`src/hw/rtl/gtr_pkg.sv`:
```
// gtr_pkg: shared types, constants and font functions for the glyph text renderer.
// No dependencies; every other file but gtr_ifs imports this package.
`timescale 1ns / 1ps

package gtr_pkg;

   // Font geometry
   localparam int unsigned FONT_SLOTS   = 42;
   localparam int unsigned SLOT_W       = 6;
   localparam int unsigned GLYPH_COLS   = 5;
   localparam int unsigned NORM_ADVANCE = 6;
   localparam int unsigned DBL_ADVANCE  = 12;
   localparam int unsigned STEP_W       = 5;
   localparam logic [STEP_W-1:0] NORM_LAST_STEP = STEP_W'(NORM_ADVANCE - 1);
   localparam logic [STEP_W-1:0] DBL_LAST_STEP  = STEP_W'(4 * (DBL_ADVANCE / 2) - 1);
   localparam logic [7:0] CURSOR_MAX = 8'hFF;

   // Font slots of the first digit and letter, the punctuation marks and the blank glyph
   localparam logic [SLOT_W-1:0] SLOT_DIGIT0  = 6'd0;
   localparam logic [SLOT_W-1:0] SLOT_LETTERA = 6'd10;
   localparam logic [SLOT_W-1:0] SLOT_COLON   = 6'd36;
   localparam logic [SLOT_W-1:0] SLOT_PERIOD  = 6'd37;
   localparam logic [SLOT_W-1:0] SLOT_MINUS   = 6'd38;
   localparam logic [SLOT_W-1:0] SLOT_SLASH   = 6'd39;
   localparam logic [SLOT_W-1:0] SLOT_PERCENT = 6'd40;
   localparam logic [SLOT_W-1:0] SLOT_BLANK   = 6'd41;

   // ASCII codes recognized by the font
   localparam logic [7:0] CHAR_DIGIT0  = 8'h30;
   localparam logic [7:0] CHAR_DIGIT9  = 8'h39;
   localparam logic [7:0] CHAR_LETTERA = 8'h41;
   localparam logic [7:0] CHAR_LETTERZ = 8'h5A;
   localparam logic [7:0] CHAR_COLON   = 8'h3A;
   localparam logic [7:0] CHAR_PERIOD  = 8'h2E;
   localparam logic [7:0] CHAR_MINUS   = 8'h2D;
   localparam logic [7:0] CHAR_SLASH   = 8'h2F;
   localparam logic [7:0] CHAR_PERCENT = 8'h25;

   // Command queue depth
   localparam int unsigned QUEUE_DEPTH = 4;
   localparam int unsigned QPTR_W      = $clog2(QUEUE_DEPTH);

   // Font ROM: column 0 in the top byte, column 4 in the bottom byte
   localparam logic [39:0] FONT_ROM [FONT_SLOTS] = '{
      40'h3E5149453E, 40'h00427F4000, 40'h4261514946, 40'h2141454B31,
      40'h1814127F10, 40'h2745454539, 40'h3C4A494930, 40'h0171090503,
      40'h3649494936, 40'h064949291E, 40'h7E1111117E, 40'h7F49494936,
      40'h3E41414122, 40'h7F4141221C, 40'h7F49494941, 40'h7F09090901,
      40'h3E4149497A, 40'h7F0808087F, 40'h00417F4100, 40'h2040413F01,
      40'h7F08142241, 40'h7F40404040, 40'h7F020C027F, 40'h7F0408107F,
      40'h3E4141413E, 40'h7F09090906, 40'h3E4151215E, 40'h7F09192946,
      40'h4649494931, 40'h01017F0101, 40'h3F4040403F, 40'h1F2040201F,
      40'h3F4038403F, 40'h6314081463, 40'h0708700807, 40'h6151494543,
      40'h0036360000, 40'h0040600000, 40'h0808080808, 40'h2010080402,
      40'h2313086462, 40'h0000000000
   };

   // One glyph command passed from the front end to the write sequencer
   typedef struct packed {
      logic [SLOT_W-1:0] slot;
      logic [2:0]        page;
      logic [7:0]        column;
      logic              dbl;
   } cmd_type;

   // Map a character code to its font slot; unknown codes draw blank
   function automatic logic [SLOT_W-1:0] font_slot(input logic [7:0] code);
      logic [SLOT_W-1:0] slot;
      slot = SLOT_BLANK;
      if (code inside {[CHAR_DIGIT0:CHAR_DIGIT9]}) begin
         slot = SLOT_DIGIT0 + SLOT_W'(code - CHAR_DIGIT0);
      end else if (code inside {[CHAR_LETTERA:CHAR_LETTERZ]}) begin
         slot = SLOT_LETTERA + SLOT_W'(code - CHAR_LETTERA);
      end else begin
         case (code)
            CHAR_COLON:   slot = SLOT_COLON;
            CHAR_PERIOD:  slot = SLOT_PERIOD;
            CHAR_MINUS:   slot = SLOT_MINUS;
            CHAR_SLASH:   slot = SLOT_SLASH;
            CHAR_PERCENT: slot = SLOT_PERCENT;
            default:      slot = SLOT_BLANK;
         endcase
      end
      return slot;
   endfunction

   // One glyph column; columns past the glyph are blank
   function automatic logic [7:0] font_column(input logic [SLOT_W-1:0] slot,
                                              input logic [2:0] idx);
      logic [39:0] row;
      logic [7:0]  col;
      row = (slot < SLOT_W'(FONT_SLOTS)) ? FONT_ROM[slot] : 40'h0;
      case (idx)
         3'd0:    col = row[39:32];
         3'd1:    col = row[31:24];
         3'd2:    col = row[23:16];
         3'd3:    col = row[15:8];
         3'd4:    col = row[7:0];
         default: col = 8'h00;
      endcase
      return col;
   endfunction

   // Double each of the seven pixel rows vertically; bit 7 is never set
   function automatic logic [15:0] stretch(input logic [7:0] bits);
      logic [15:0] r;
      r = 16'h0;
      for (int b = 0; b < 7; b++) begin
         if (bits[b]) begin
            r[2*b]   = 1'b1;
            r[2*b+1] = 1'b1;
         end
      end
      return r;
   endfunction

endpackage

```
`src/hw/rtl/gtr_ifs.sv`:
```
// gtr_ifs: valid/ready channel interfaces for requests and frame-buffer writes.
// No dependencies.
`timescale 1ns / 1ps

interface gtr_req_if;
   logic       valid;
   logic       ready;
   logic [7:0] char_code;
   logic       first_of_string;
   logic [6:0] start_column;
   logic [2:0] text_page;
   logic       double_size;

   modport source (output valid, char_code, first_of_string, start_column, text_page,
                   double_size, input ready);
   modport sink (input valid, char_code, first_of_string, start_column, text_page,
                 double_size, output ready);
endinterface

interface gtr_rsp_if;
   logic       valid;
   logic       ready;
   logic [9:0] write_address;
   logic [7:0] write_data;
   logic       last_write;

   modport source (output valid, write_address, write_data, last_write, input ready);
   modport sink (input valid, write_address, write_data, last_write, output ready);
endinterface

```
`src/hw/rtl/glyph_text_renderer_top.sv`:
```
// glyph_text_renderer_top: 5x7 font character generator feeding frame-buffer writes.
// A character passes the command queue and the command register before its first write
// is registered; the sequencer then gives one write per cycle while rsp_chan is ready,
// 6 per normal and 24 per double-size glyph; a four-entry queue decouples acceptance.
// Reset (synchronous, active high) clears cursor, page, size mode, queue and sequencer.
// Depends on gtr_pkg, gtr_ifs, gtr_front, gtr_cmd_fifo and gtr_back.
`timescale 1ns / 1ps

module glyph_text_renderer_top
   import gtr_pkg::*;
#(
   parameter int unsigned FRAME_COLUMNS = 128,
   parameter int unsigned FRAME_PAGES   = 8
) (
   input  logic       clock,
   input  logic       reset,
   gtr_req_if.sink    req_chan,
   gtr_rsp_if.source  rsp_chan
);

   logic    push, full, pop, empty;
   cmd_type push_cmd, head_cmd;

   // Front end: request acceptance and classification
   gtr_front #(
      .FRAME_COLUMNS (FRAME_COLUMNS),
      .FRAME_PAGES   (FRAME_PAGES)
   ) u_front (
      .clock      (clock),
      .reset      (reset),
      .req_chan   (req_chan),
      .queue_full (full),
      .queue_push (push),
      .queue_cmd  (push_cmd)
   );

   // Command queue
   gtr_cmd_fifo u_fifo (
      .clock    (clock),
      .reset    (reset),
      .push     (push),
      .push_cmd (push_cmd),
      .full     (full),
      .pop      (pop),
      .head_cmd (head_cmd),
      .empty    (empty)
   );

   // Back end: write sequencing
   gtr_back #(
      .FRAME_COLUMNS (FRAME_COLUMNS)
   ) u_back (
      .clock       (clock),
      .reset       (reset),
      .queue_empty (empty),
      .queue_head  (head_cmd),
      .queue_pop   (pop),
      .rsp_chan    (rsp_chan)
   );

endmodule

```
`src/hw/rtl/gtr_front.sv`:
```
// gtr_front: accepts characters, tracks cursor/page/size, checks bounds, queues commands.
// Depends on gtr_pkg and gtr_req_if.
`timescale 1ns / 1ps

module gtr_front
   import gtr_pkg::*;
#(
   parameter int unsigned FRAME_COLUMNS = 128,
   parameter int unsigned FRAME_PAGES   = 8
) (
   input  logic       clock,
   input  logic       reset,
   gtr_req_if.sink    req_chan,
   input  logic       queue_full,
   output logic       queue_push,
   output cmd_type    queue_cmd
);

   localparam logic [8:0] NORM_MAX_COL = 9'(FRAME_COLUMNS - NORM_ADVANCE);
   localparam logic [8:0] DBL_MAX_COL  = 9'(FRAME_COLUMNS - DBL_ADVANCE);
   localparam logic [4:0] NORM_PAGES   = 5'(FRAME_PAGES);
   localparam logic [4:0] DBL_PAGES    = 5'(FRAME_PAGES - 1);

   logic [7:0] cursor_ff, cursor_in;
   logic [2:0] page_ff, page_in;
   logic       dbl_ff, dbl_in;

   logic       accept;
   logic [7:0] col_eff;
   logic [2:0] page_eff;
   logic       dbl_eff;
   logic       fits;
   logic [8:0] next_col;

   assign req_chan.ready = !queue_full;
   assign accept = req_chan.valid && req_chan.ready;

   // String settings as seen by this character
   always_comb begin
      col_eff  = req_chan.first_of_string ? {1'b0, req_chan.start_column} : cursor_ff;
      page_eff = req_chan.first_of_string ? req_chan.text_page : page_ff;
      dbl_eff  = req_chan.first_of_string ? req_chan.double_size : dbl_ff;
   end

   // Bound check and cursor advance
   always_comb begin
      if (dbl_eff) begin
         fits     = (5'(page_eff) < DBL_PAGES) && ({1'b0, col_eff} <= DBL_MAX_COL);
         next_col = {1'b0, col_eff} + 9'(DBL_ADVANCE);
      end else begin
         fits     = (5'(page_eff) < NORM_PAGES) && ({1'b0, col_eff} <= NORM_MAX_COL);
         next_col = {1'b0, col_eff} + 9'(NORM_ADVANCE);
      end
   end

   always_comb begin
      cursor_in = cursor_ff;
      page_in   = page_ff;
      dbl_in    = dbl_ff;
      if (accept) begin
         page_in = page_eff;
         dbl_in  = dbl_eff;
         if (fits) begin
            cursor_in = next_col[8] ? CURSOR_MAX : next_col[7:0];
         end else begin
            cursor_in = col_eff;
         end
      end
   end

   assign queue_push       = accept && fits;
   assign queue_cmd.slot   = font_slot(req_chan.char_code);
   assign queue_cmd.page   = page_eff;
   assign queue_cmd.column = col_eff;
   assign queue_cmd.dbl    = dbl_eff;

   always_ff @(posedge clock) begin
      if (reset) begin
         cursor_ff <= 8'h00;
         page_ff   <= 3'h0;
         dbl_ff    <= 1'b0;
      end else begin
         cursor_ff <= cursor_in;
         page_ff   <= page_in;
         dbl_ff    <= dbl_in;
      end
   end

endmodule

```
`src/hw/rtl/gtr_cmd_fifo.sv`:
```
// gtr_cmd_fifo: short register queue of glyph commands between front end and sequencer.
// Depends on gtr_pkg.
`timescale 1ns / 1ps

module gtr_cmd_fifo
   import gtr_pkg::*;
(
   input  logic    clock,
   input  logic    reset,
   input  logic    push,
   input  cmd_type push_cmd,
   output logic    full,
   input  logic    pop,
   output cmd_type head_cmd,
   output logic    empty
);

   cmd_type             entry_ff [QUEUE_DEPTH];
   logic [QPTR_W-1:0]   wr_ptr_ff, wr_ptr_in;
   logic [QPTR_W-1:0]   rd_ptr_ff, rd_ptr_in;
   logic [QPTR_W:0]     count_ff, count_in;
   logic                do_push, do_pop;

   assign full     = (count_ff == (QPTR_W+1)'(QUEUE_DEPTH));
   assign empty    = (count_ff == '0);
   assign head_cmd = entry_ff[rd_ptr_ff];
   assign do_push  = push && !full;
   assign do_pop   = pop && !empty;

   // Pointer and occupancy update
   always_comb begin
      wr_ptr_in = do_push ? wr_ptr_ff + 1'b1 : wr_ptr_ff;
      rd_ptr_in = do_pop ? rd_ptr_ff + 1'b1 : rd_ptr_ff;
      count_in  = count_ff;
      if (do_push && !do_pop) begin
         count_in = count_ff + 1'b1;
      end else if (do_pop && !do_push) begin
         count_in = count_ff - 1'b1;
      end
   end

   always_ff @(posedge clock) begin
      if (reset) begin
         wr_ptr_ff <= '0;
         rd_ptr_ff <= '0;
         count_ff  <= '0;
      end else begin
         wr_ptr_ff <= wr_ptr_in;
         rd_ptr_ff <= rd_ptr_in;
         count_ff  <= count_in;
      end
   end

   // Storage, no reset
   always_ff @(posedge clock) begin
      if (do_push) begin
         entry_ff[wr_ptr_ff] <= push_cmd;
      end
   end

endmodule

```
`src/hw/rtl/gtr_back.sv`:
```
// gtr_back: write sequencer; turns each glyph command into 6 or 24 frame-buffer writes.
// Depends on gtr_pkg and gtr_rsp_if.
`timescale 1ns / 1ps

module gtr_back
   import gtr_pkg::*;
#(
   parameter int unsigned FRAME_COLUMNS = 128
) (
   input  logic       clock,
   input  logic       reset,
   input  logic       queue_empty,
   input  cmd_type    queue_head,
   output logic       queue_pop,
   gtr_rsp_if.source  rsp_chan
);

   logic              busy_ff, busy_in;
   cmd_type           cmd_ff, cmd_in;
   logic [STEP_W-1:0] step_ff, step_in;
   logic              rsp_valid_ff, rsp_valid_in;
   logic [9:0]        addr_ff, addr_in;
   logic [7:0]        data_ff, data_in;
   logic              last_ff, last_in;

   logic              advance;
   logic              at_last;
   logic [2:0]        glyph_idx;
   logic [7:0]        glyph_byte;
   logic [15:0]       tall_byte;
   logic [3:0]        wr_page;
   logic [8:0]        wr_col;
   logic [7:0]        wr_data;
   logic [15:0]       addr_full;

   assign advance = busy_ff && (!rsp_valid_ff || rsp_chan.ready);
   assign at_last = cmd_ff.dbl ? (step_ff == DBL_LAST_STEP) : (step_ff == NORM_LAST_STEP);

   // Decode the current step into page, column and data
   always_comb begin
      glyph_idx  = cmd_ff.dbl ? step_ff[4:2] : step_ff[2:0];
      glyph_byte = font_column(cmd_ff.slot, glyph_idx);
      tall_byte  = stretch(glyph_byte);
      if (cmd_ff.dbl) begin
         wr_page = {1'b0, cmd_ff.page} + 4'(step_ff[0]);
         wr_col  = {1'b0, cmd_ff.column} + {5'b0, step_ff[4:2], 1'b0} + 9'(step_ff[1]);
         wr_data = step_ff[0] ? tall_byte[15:8] : tall_byte[7:0];
      end else begin
         wr_page = {1'b0, cmd_ff.page};
         wr_col  = {1'b0, cmd_ff.column} + 9'(step_ff);
         wr_data = glyph_byte;
      end
      addr_full = 16'(wr_page) * 16'(FRAME_COLUMNS) + 16'(wr_col);
   end

   // Command fetch, step counter and output register
   always_comb begin
      busy_in      = busy_ff;
      cmd_in       = cmd_ff;
      step_in      = step_ff;
      rsp_valid_in = rsp_valid_ff;
      addr_in      = addr_ff;
      data_in      = data_ff;
      last_in      = last_ff;
      queue_pop    = 1'b0;
      if (advance) begin
         rsp_valid_in = 1'b1;
         addr_in      = addr_full[9:0];
         data_in      = wr_data;
         last_in      = at_last;
         if (at_last) begin
            step_in = '0;
            if (!queue_empty) begin
               queue_pop = 1'b1;
               cmd_in    = queue_head;
            end else begin
               busy_in = 1'b0;
            end
         end else begin
            step_in = step_ff + 1'b1;
         end
      end else begin
         if (rsp_chan.ready) begin
            rsp_valid_in = 1'b0;
         end
         if (!busy_ff && !queue_empty) begin
            queue_pop = 1'b1;
            cmd_in    = queue_head;
            busy_in   = 1'b1;
            step_in   = '0;
         end
      end
   end

   always_ff @(posedge clock) begin
      if (reset) begin
         busy_ff      <= 1'b0;
         step_ff      <= '0;
         rsp_valid_ff <= 1'b0;
      end else begin
         busy_ff      <= busy_in;
         step_ff      <= step_in;
         rsp_valid_ff <= rsp_valid_in;
      end
   end

   always_ff @(posedge clock) begin
      cmd_ff  <= cmd_in;
      addr_ff <= addr_in;
      data_ff <= data_in;
      last_ff <= last_in;
   end

   assign rsp_chan.valid         = rsp_valid_ff;
   assign rsp_chan.write_address = addr_ff;
   assign rsp_chan.write_data    = data_ff;
   assign rsp_chan.last_write    = last_ff;

endmodule

```
`src/flat_wrapper.sv`:
```
// flat-port wrapper written by rule: the top's interface ports become plain ports
module glyph_text_renderer_top_flat import gtr_pkg::*;
#(
   parameter int unsigned FRAME_COLUMNS = 128,
   parameter int unsigned FRAME_PAGES   = 8
)
  (clock, reset, req_chan_valid, req_chan_char_code, req_chan_first_of_string, req_chan_start_column, req_chan_text_page, req_chan_double_size, req_chan_ready, rsp_chan_valid, rsp_chan_write_address, rsp_chan_write_data, rsp_chan_last_write, rsp_chan_ready);
  gtr_req_if req_chan_i ();
  gtr_rsp_if rsp_chan_i ();
  input  logic clock;
  input  logic reset;
  input wire logic [$bits(req_chan_i.valid)-1:0] req_chan_valid;
  input wire logic [$bits(req_chan_i.char_code)-1:0] req_chan_char_code;
  input wire logic [$bits(req_chan_i.first_of_string)-1:0] req_chan_first_of_string;
  input wire logic [$bits(req_chan_i.start_column)-1:0] req_chan_start_column;
  input wire logic [$bits(req_chan_i.text_page)-1:0] req_chan_text_page;
  input wire logic [$bits(req_chan_i.double_size)-1:0] req_chan_double_size;
  output wire logic [$bits(req_chan_i.ready)-1:0] req_chan_ready;
  output wire logic [$bits(rsp_chan_i.valid)-1:0] rsp_chan_valid;
  output wire logic [$bits(rsp_chan_i.write_address)-1:0] rsp_chan_write_address;
  output wire logic [$bits(rsp_chan_i.write_data)-1:0] rsp_chan_write_data;
  output wire logic [$bits(rsp_chan_i.last_write)-1:0] rsp_chan_last_write;
  input wire logic [$bits(rsp_chan_i.ready)-1:0] rsp_chan_ready;
  assign req_chan_i.valid = req_chan_valid;
  assign req_chan_i.char_code = req_chan_char_code;
  assign req_chan_i.first_of_string = req_chan_first_of_string;
  assign req_chan_i.start_column = req_chan_start_column;
  assign req_chan_i.text_page = req_chan_text_page;
  assign req_chan_i.double_size = req_chan_double_size;
  assign req_chan_ready = req_chan_i.ready;
  assign rsp_chan_valid = rsp_chan_i.valid;
  assign rsp_chan_write_address = rsp_chan_i.write_address;
  assign rsp_chan_write_data = rsp_chan_i.write_data;
  assign rsp_chan_last_write = rsp_chan_i.last_write;
  assign rsp_chan_i.ready = rsp_chan_ready;
  glyph_text_renderer_top #(.FRAME_COLUMNS(FRAME_COLUMNS), .FRAME_PAGES(FRAME_PAGES)) u_core (.clock(clock), .reset(reset), .req_chan(req_chan_i), .rsp_chan(rsp_chan_i));
endmodule
```
`config.mk`:
```
export PLATFORM = sky130hd
export DESIGN_NAME = glyph_text_renderer_top_flat
export DESIGN_NICKNAME = d
export VERILOG_FILES = /design/src/hw/rtl/gtr_pkg.sv /design/src/hw/rtl/gtr_ifs.sv /design/src/hw/rtl/glyph_text_renderer_top.sv /design/src/hw/rtl/gtr_front.sv /design/src/hw/rtl/gtr_cmd_fifo.sv /design/src/hw/rtl/gtr_back.sv /design/src/flat_wrapper.sv
export SDC_FILE = /design/constraint.sdc
export NUM_CORES = 1
export LEC_CHECK = 0
export ABC_AREA = 0
export BUFFER_PORTS_ARGS = -buffer_cell sky130_fd_sc_hd__buf_2
export CAP_MARGIN = 5
export CORE_ASPECT_RATIO = 1.2
export CORE_MARGIN = 10
export CORE_UTILIZATION = 50
export CTS_CLUSTER_SIZE = 25
export DETAILED_ROUTE_END_ITERATION = 16
export GPL_ROUTABILITY_DRIVEN = 0
export PLACE_DENSITY_LB_ADDON = 0.12
export RECOVER_POWER = 25
export REMOVE_ABC_BUFFERS = 1
export SLEW_MARGIN = 20
export SYNTH_ARGS = -nofsm -noshare
export SYNTH_HDL_FRONTEND = slang
export SYNTH_SLANG_ARGS = --single-unit
export TNS_END_PERCENT = 50
```
`constraint.sdc`:
```
create_clock -name clock -period 7.5 [get_ports clock]
set_input_delay 1.125 -clock clock [delete_from_list [all_inputs] [get_ports clock]]
set_output_delay 1.125 -clock clock [all_outputs]
set_load 0.01 [all_outputs]
```
# Yosys cells after proc, flatten, opt, wreduce, memory -nomap -nowiden
# Memories as Yosys holds them, arrays and structs flattened. A register that Yosys moved wholly into a read port is not among the register bits.
# Index checks and enable logic that the tools add are counted.
# totals
regBits	63
latchBits	0
ram_bits	72
romBits	2560
input_bits	24
out_inout_bits	21
memories	2
# mem_list
memory	depth	word_bits	read_ports	rd_ports_with_merged_regs	wr	line_no	source
(no name shown)	64	40	1	0	0	gtr_pkg.sv:92	row = (slot < SLOT_W'(FONT_SLOTS)) ? FONT_ROM[slot] : 40'h0;
u_core.u_fifo.entry_ff	4	18	1	1	1	gtr_cmd_fifo.sv:18	cmd_type entry_ff [QUEUE_DEPTH];
# classes
addsub	15
mul	0
div	0
n_lt_le_gt_ge	9
n_eq_ne	15
n_shift	0
muxes	50
bitwise_logic	1
reduce_logical	25
# op_table
cell	count
$mux 40	3
$mux 18	4
$eq 8x6->1 const B	5
$mux 8	5
$pmux 8 s5	1
$le 8x7->1 const B	3
$pmux 4 s5	1
$mux 2	9
$mux 9	2
$mux 1	15
$mux 3	5
$mux 5	3
$mux 6	2
$logic_and 1x1->1	11
$add 10x9->10	1
$add 8x3->9 const B	1
$add 8x4->9	1
$add 8x4->9 const B	1
$add 8x5->9	1
$add 9x1->9	1
$ge 8x6->1 const B	1
$ge 8x7->1 const B	1
$le 8x6->1 const B	1
$ge 7x7->1 const B	1
23 further kinds	36

# Depth between registers and ports, before layout
# depth
word_depth	10
ltp_mapped	14
mapped_depth_nobuf	13

# By module
# From an unflattened synthesis, not the netlist that was laid out.
# hier_totals
hier_cells	854
hier_area_um2	9132.5
# by_module_without_submodules
module	instances	cells_each	area_each_um2
gtr_back	1	526	4485.6
gtr_cmd_fifo	1	142	3079.2
gtr_front	1	186	1567.8

# Worst setup path after synthesis
# Ideal clock, no wire load.
# synth_timing
path_kind	in2reg
from	input port req_chan_first_of_string
to	register u_core.u_fifo.count_ff[2]
setup_ns	0.070
arrival_time_ns	4.122
setup_slack_ns	3.308
stages	14
n_path_buf	1
cell_sequence	buf_4 -> mux2i_1 -> inv_1 -> ha_1 -> a21oi_1 -> o21ai_1 -> a31o_2 -> nor2_2 -> ha_1 -> inv_1 -> fa_1 -> xor2_1 -> or3_1 -> a21oi_1
# synth_lines
item	line_no	source
start: declaration	flat_wrapper.sv:14	input wire logic [$bits(req_chan_i.first_of_string)-1:0] req_chan_first_of_string;
end signal: assignment	gtr_cmd_fifo.sv:50	count_ff <= count_in;
end: declaration	gtr_cmd_fifo.sv:21	logic [QPTR_W:0] count_ff, count_in;

==> reports/results.ini <==
[run_status]
outcome=finished, final reports clean

[hold_path]
min-delay-start=u_core.u_front.page_ff[0]$_SDFFE_PP0P_
min_path_type=flop to flop

[logic_synthesis]
netlist_area_mm2=0.00887
ys_types=81
syn_inst=863
synth_seq_area_share_pct=43.2
ys.flop_type=edfxtp_1
synth_edf_count=109
synth_area_per_cell_um2=10.3
ys_warn_count=0
ys_async_sr_fraction_pct=0
synth-seq-cells=137

[finish]
seq_area_mm2=0.00383
fillCellCount=1510
drive_above_1_share_pct=13.0
multiInputGateArea_mm2=0.00461
n_antenna_cell=0
syn2layout_area_growth_pct=9.52
fin_cells=1104
finish.net_count=948

[clocking]
cts.htree.levels=4
cts_resized=0
cts_made_buffers=17
hold_buffers=0
cts_tree=yes
cts_buffer_depth=2
post_cts_buffers=0
cts_root_buf=clkbuf_16
cts_sinks=137
insertion_delay_ns=0.42
clkSlewWorstSetupHoldPaths_ns=0.06

[detailed_routing]
dr_total_vias=7089
drtIter0Drc=851
drcViolationCount=0
wl_per_cell_um=20.0
drtAntennaViolNets=0
drt_wl_total_um=22100
drt-vias-per-instance=6.42
dr.pass1.iters=6

[worst_setup_path]
crit_type=input pin to flop
slowest_delay_ns=0.69
cpLargestDelayFamily=buffers and inverters
critPathArrivalTime_ns=5.30
crit_start=req_chan_first_of_string
required_ns=7.83
cp_max_fo=22
reg2reg_from=u_core.u_back.cmd_ff[13]$_DFFE_PP_
cp-start-kind=input pin
crit_chain=clkbuf_1 -> mux2i_1 -> inv_1 -> ha_1 -> a21oi_1 -> o21ai_1 -> a31o_2 -> nor2_2 -> ha_1 -> inv_1 -> fa_1 -> xor2_1 -> or3_1 -> a21oi_1
path_buf_inv=3
crit_slowest_cell=clkbuf_1
crit_path_end_kind=flop

[grt]
grtUsageTotal_pct=18.5
grt_pass1_wl_um=36100
grt_start_max_net_pins=79
first_global_vias=7059
antenna_found_initial=0
grt-ovfl-total=0

[sta]
rsz0062_at_grt=false
setup_violations=0
hold_violations=0
slew_headroom_pct=8.60
slew_viol_final=0
fin_crit_ns=4.97
fin_worst_skew_ns=0.00770
worst_slew_pin_slew_ns=1.37
max_freq_ghz=0.201
setup-tns-final_ns=0
fin_crit_sh_pct=66.3

[placement]
placed_cells=1072
portBuffers=44
place_hpwl_um=15100

[floorplan]
die_x_um=142
rows=53
die_h_um=166
initial_core_util_pct=50.7
io_pins=45
core_mm2=0.0175
die-area_mm2=0.0235

[pwr]
power_density_mw_per_mm2=373
power.leakage_uw=0.00361
p_total_uw=3630
ir_drop_mv=0.165

[flow_run]
max-cap-violations=0

[where the power goes]
group | switching, uW | internal (uW)
registers | 124 | 1050
logic | 1020 | 603
clock network | 334 | 496
total | 1480 | 2150
[placed cells by master, fill, tap and decap left out, types with 8 or more instances in the layout]
master / Yosys / layout
clkbuf_16: 0 / 17
a311oi_1: 10 / 10
mux4_2: 18 / 18
buf_2: 27 / 40
dfxtp_1: 28 / 28
o211ai_1: 11 / 11
nor3_1: 15 / 15
a211oi_1: 13 / 13
nor2_1: 63 / 63
a31oi_1: 14 / 14
nand2_1: 60 / 60
and3_1: 11 / 11
inv_1: 36 / 36
edfxtp_1: 109 / 109
a21o_1: 8 / 8
ha_1: 49 / 49
a22oi_1: 10 / 10
nor2b_1: 25 / 25
nand3_1: 19 / 19
o21ai_0: 43 / 43
nand2b_1: 19 / 19
mux2i_1: 16 / 17
xnor2_1: 12 / 12
a21oi_1: 55 / 55
[flip-flops by register name (all words and copies together), names as in the netlist, named ones only]
signal,flops
u_core.u_front.dbl_ff,1
u_core.u_fifo.count_ff,3
u_core.u_fifo.entry_ff,72
u_core.u_back.step_ff,5
u_core.u_front.cursor_ff,8
u_core.u_back.rsp_chan.write_address,10
u_core.u_front.page_ff,3
u_core.u_fifo.wr_ptr_ff,2
u_core.u_back.busy_ff,1
u_core.u_fifo.rd_ptr_ff,2
u_core.u_back.cmd_ff,18
u_core.u_back.rsp_chan.last_write,1
u_core.u_back.rsp_chan.write_data,8
u_core.u_back.rsp_chan.valid,1
[per-layer routing]
metal / up-vias / GRT usage (%) / routed length [um]
li1: 3290 / - / -
met1: 3373 / 21.8 / 8840
met2: 332 / 30.2 / 10700
met3: 94 / 3.69 / 1450
met4: 0 / 11.5 / 1130
met5: - / 0 / 0
[metrics by stage]
step / setup slack [ns] / utilization, % / hold WS [ns] / area, um^2
2_1_floorplan: 3.46 / - / 0.436 / 8590
3_3_place_gp: 2.79 / 52.2 / 0.468 / 9130
3_5_place_dp: 2.55 / 52.2 / 0.474 / 9130
4_1_cts: 2.99 / 55.5 / 0.482 / 9720
5_1_grt: 2.10 / 55.5 / 0.505 / 9720
6_report: 2.53 / 55.5 / 0.481 / 9720
[worst reg2reg max path, delay by kind of cell, from the launching register on]
family                     cells  cell delay [ns]
AOI/OAI and AO/OA              6             1.36
DFF                            1             0.94
adders and majority gates      1             0.48
buffers and inverters          1             0.46
and+or+nand+nor                1             0.38
[final timing paths]
check,end,slack (ns),cells past startpoint
hold / removal,u_core.u_front.page_ff[0]$_SDFFE_PP0P_,0.48,2
setup reg to reg,u_core.u_back.rsp_chan.write_data[3]$_DFFE_PP_,3.60,9
setup / recovery,u_core.u_fifo.count_ff[2]$_SDFFE_PP0P_,2.53,14
hold reg to reg,u_core.u_front.page_ff[0]$_SDFFE_PP0P_,0.48,2
[layout make-up]
type	instances	area share, %
multi-input cells	627	47.4
clock inverters	15	1.74
inverters	38	1.47
well taps	220	2.83
flip-flops and latches	137	39.5
repair buffers	50	2.68
clock buffers	17	4.38
[cell families (layout without fill, tap and decap cells)]
family / Yosys count / in the layout / synth area share [%]
multiplexers: 45 / 45 / 7.80
XOR/XNOR: 19 / 19 / 1.88
AND/OR/NAND/NOR: 260 / 260 / 15.0
adder cells (fa/ha/maj): 53 / 53 / 7.81
flip-flops: 137 / 137 / 43.2
AO/OA/AOI/OAI: 250 / 250 / 19.5
buffers and inverters: 99 / 120 / 4.78
[synthesized netlist by cell type (7+ instances only)]
cell type | instances | area, um^2
dfxtp_1 | 28 | 561
nor2b_1 | 25 | 156
nand3b_1 | 7 | 52.6
nand2b_1 | 19 | 119
buf_2 | 27 | 135
o211ai_1 | 11 | 82.6
edfxtp_1 | 109 | 3270
a21o_1 | 8 | 60.1
mux2i_1 | 16 | 160
a311oi_1 | 10 | 87.6
o21ai_0 | 43 | 215
a211oi_1 | 13 | 97.6
clkbuf_1 | 22 | 82.6
nand2_1 | 60 | 225
buf_1 | 7 | 26.3
and3_1 | 11 | 68.8
xnor2_1 | 12 | 105
mux4_2 | 18 | 405
nand3_1 | 19 | 95.1
xor2_1 | 7 | 61.3
ha_1 | 49 | 613
o31ai_1 | 7 | 52.6
a31oi_1 | 14 | 87.6
nor3_1 | 15 | 75.1
o22ai_1 | 7 | 43.8
mux2_2 | 10 | 113
a22oi_1 | 10 | 75.1
nor2_1 | 63 | 236
inv_1 | 36 | 135
a21oi_1 | 55 | 275
No activity file was read; power rests on OpenSTA's default activity.
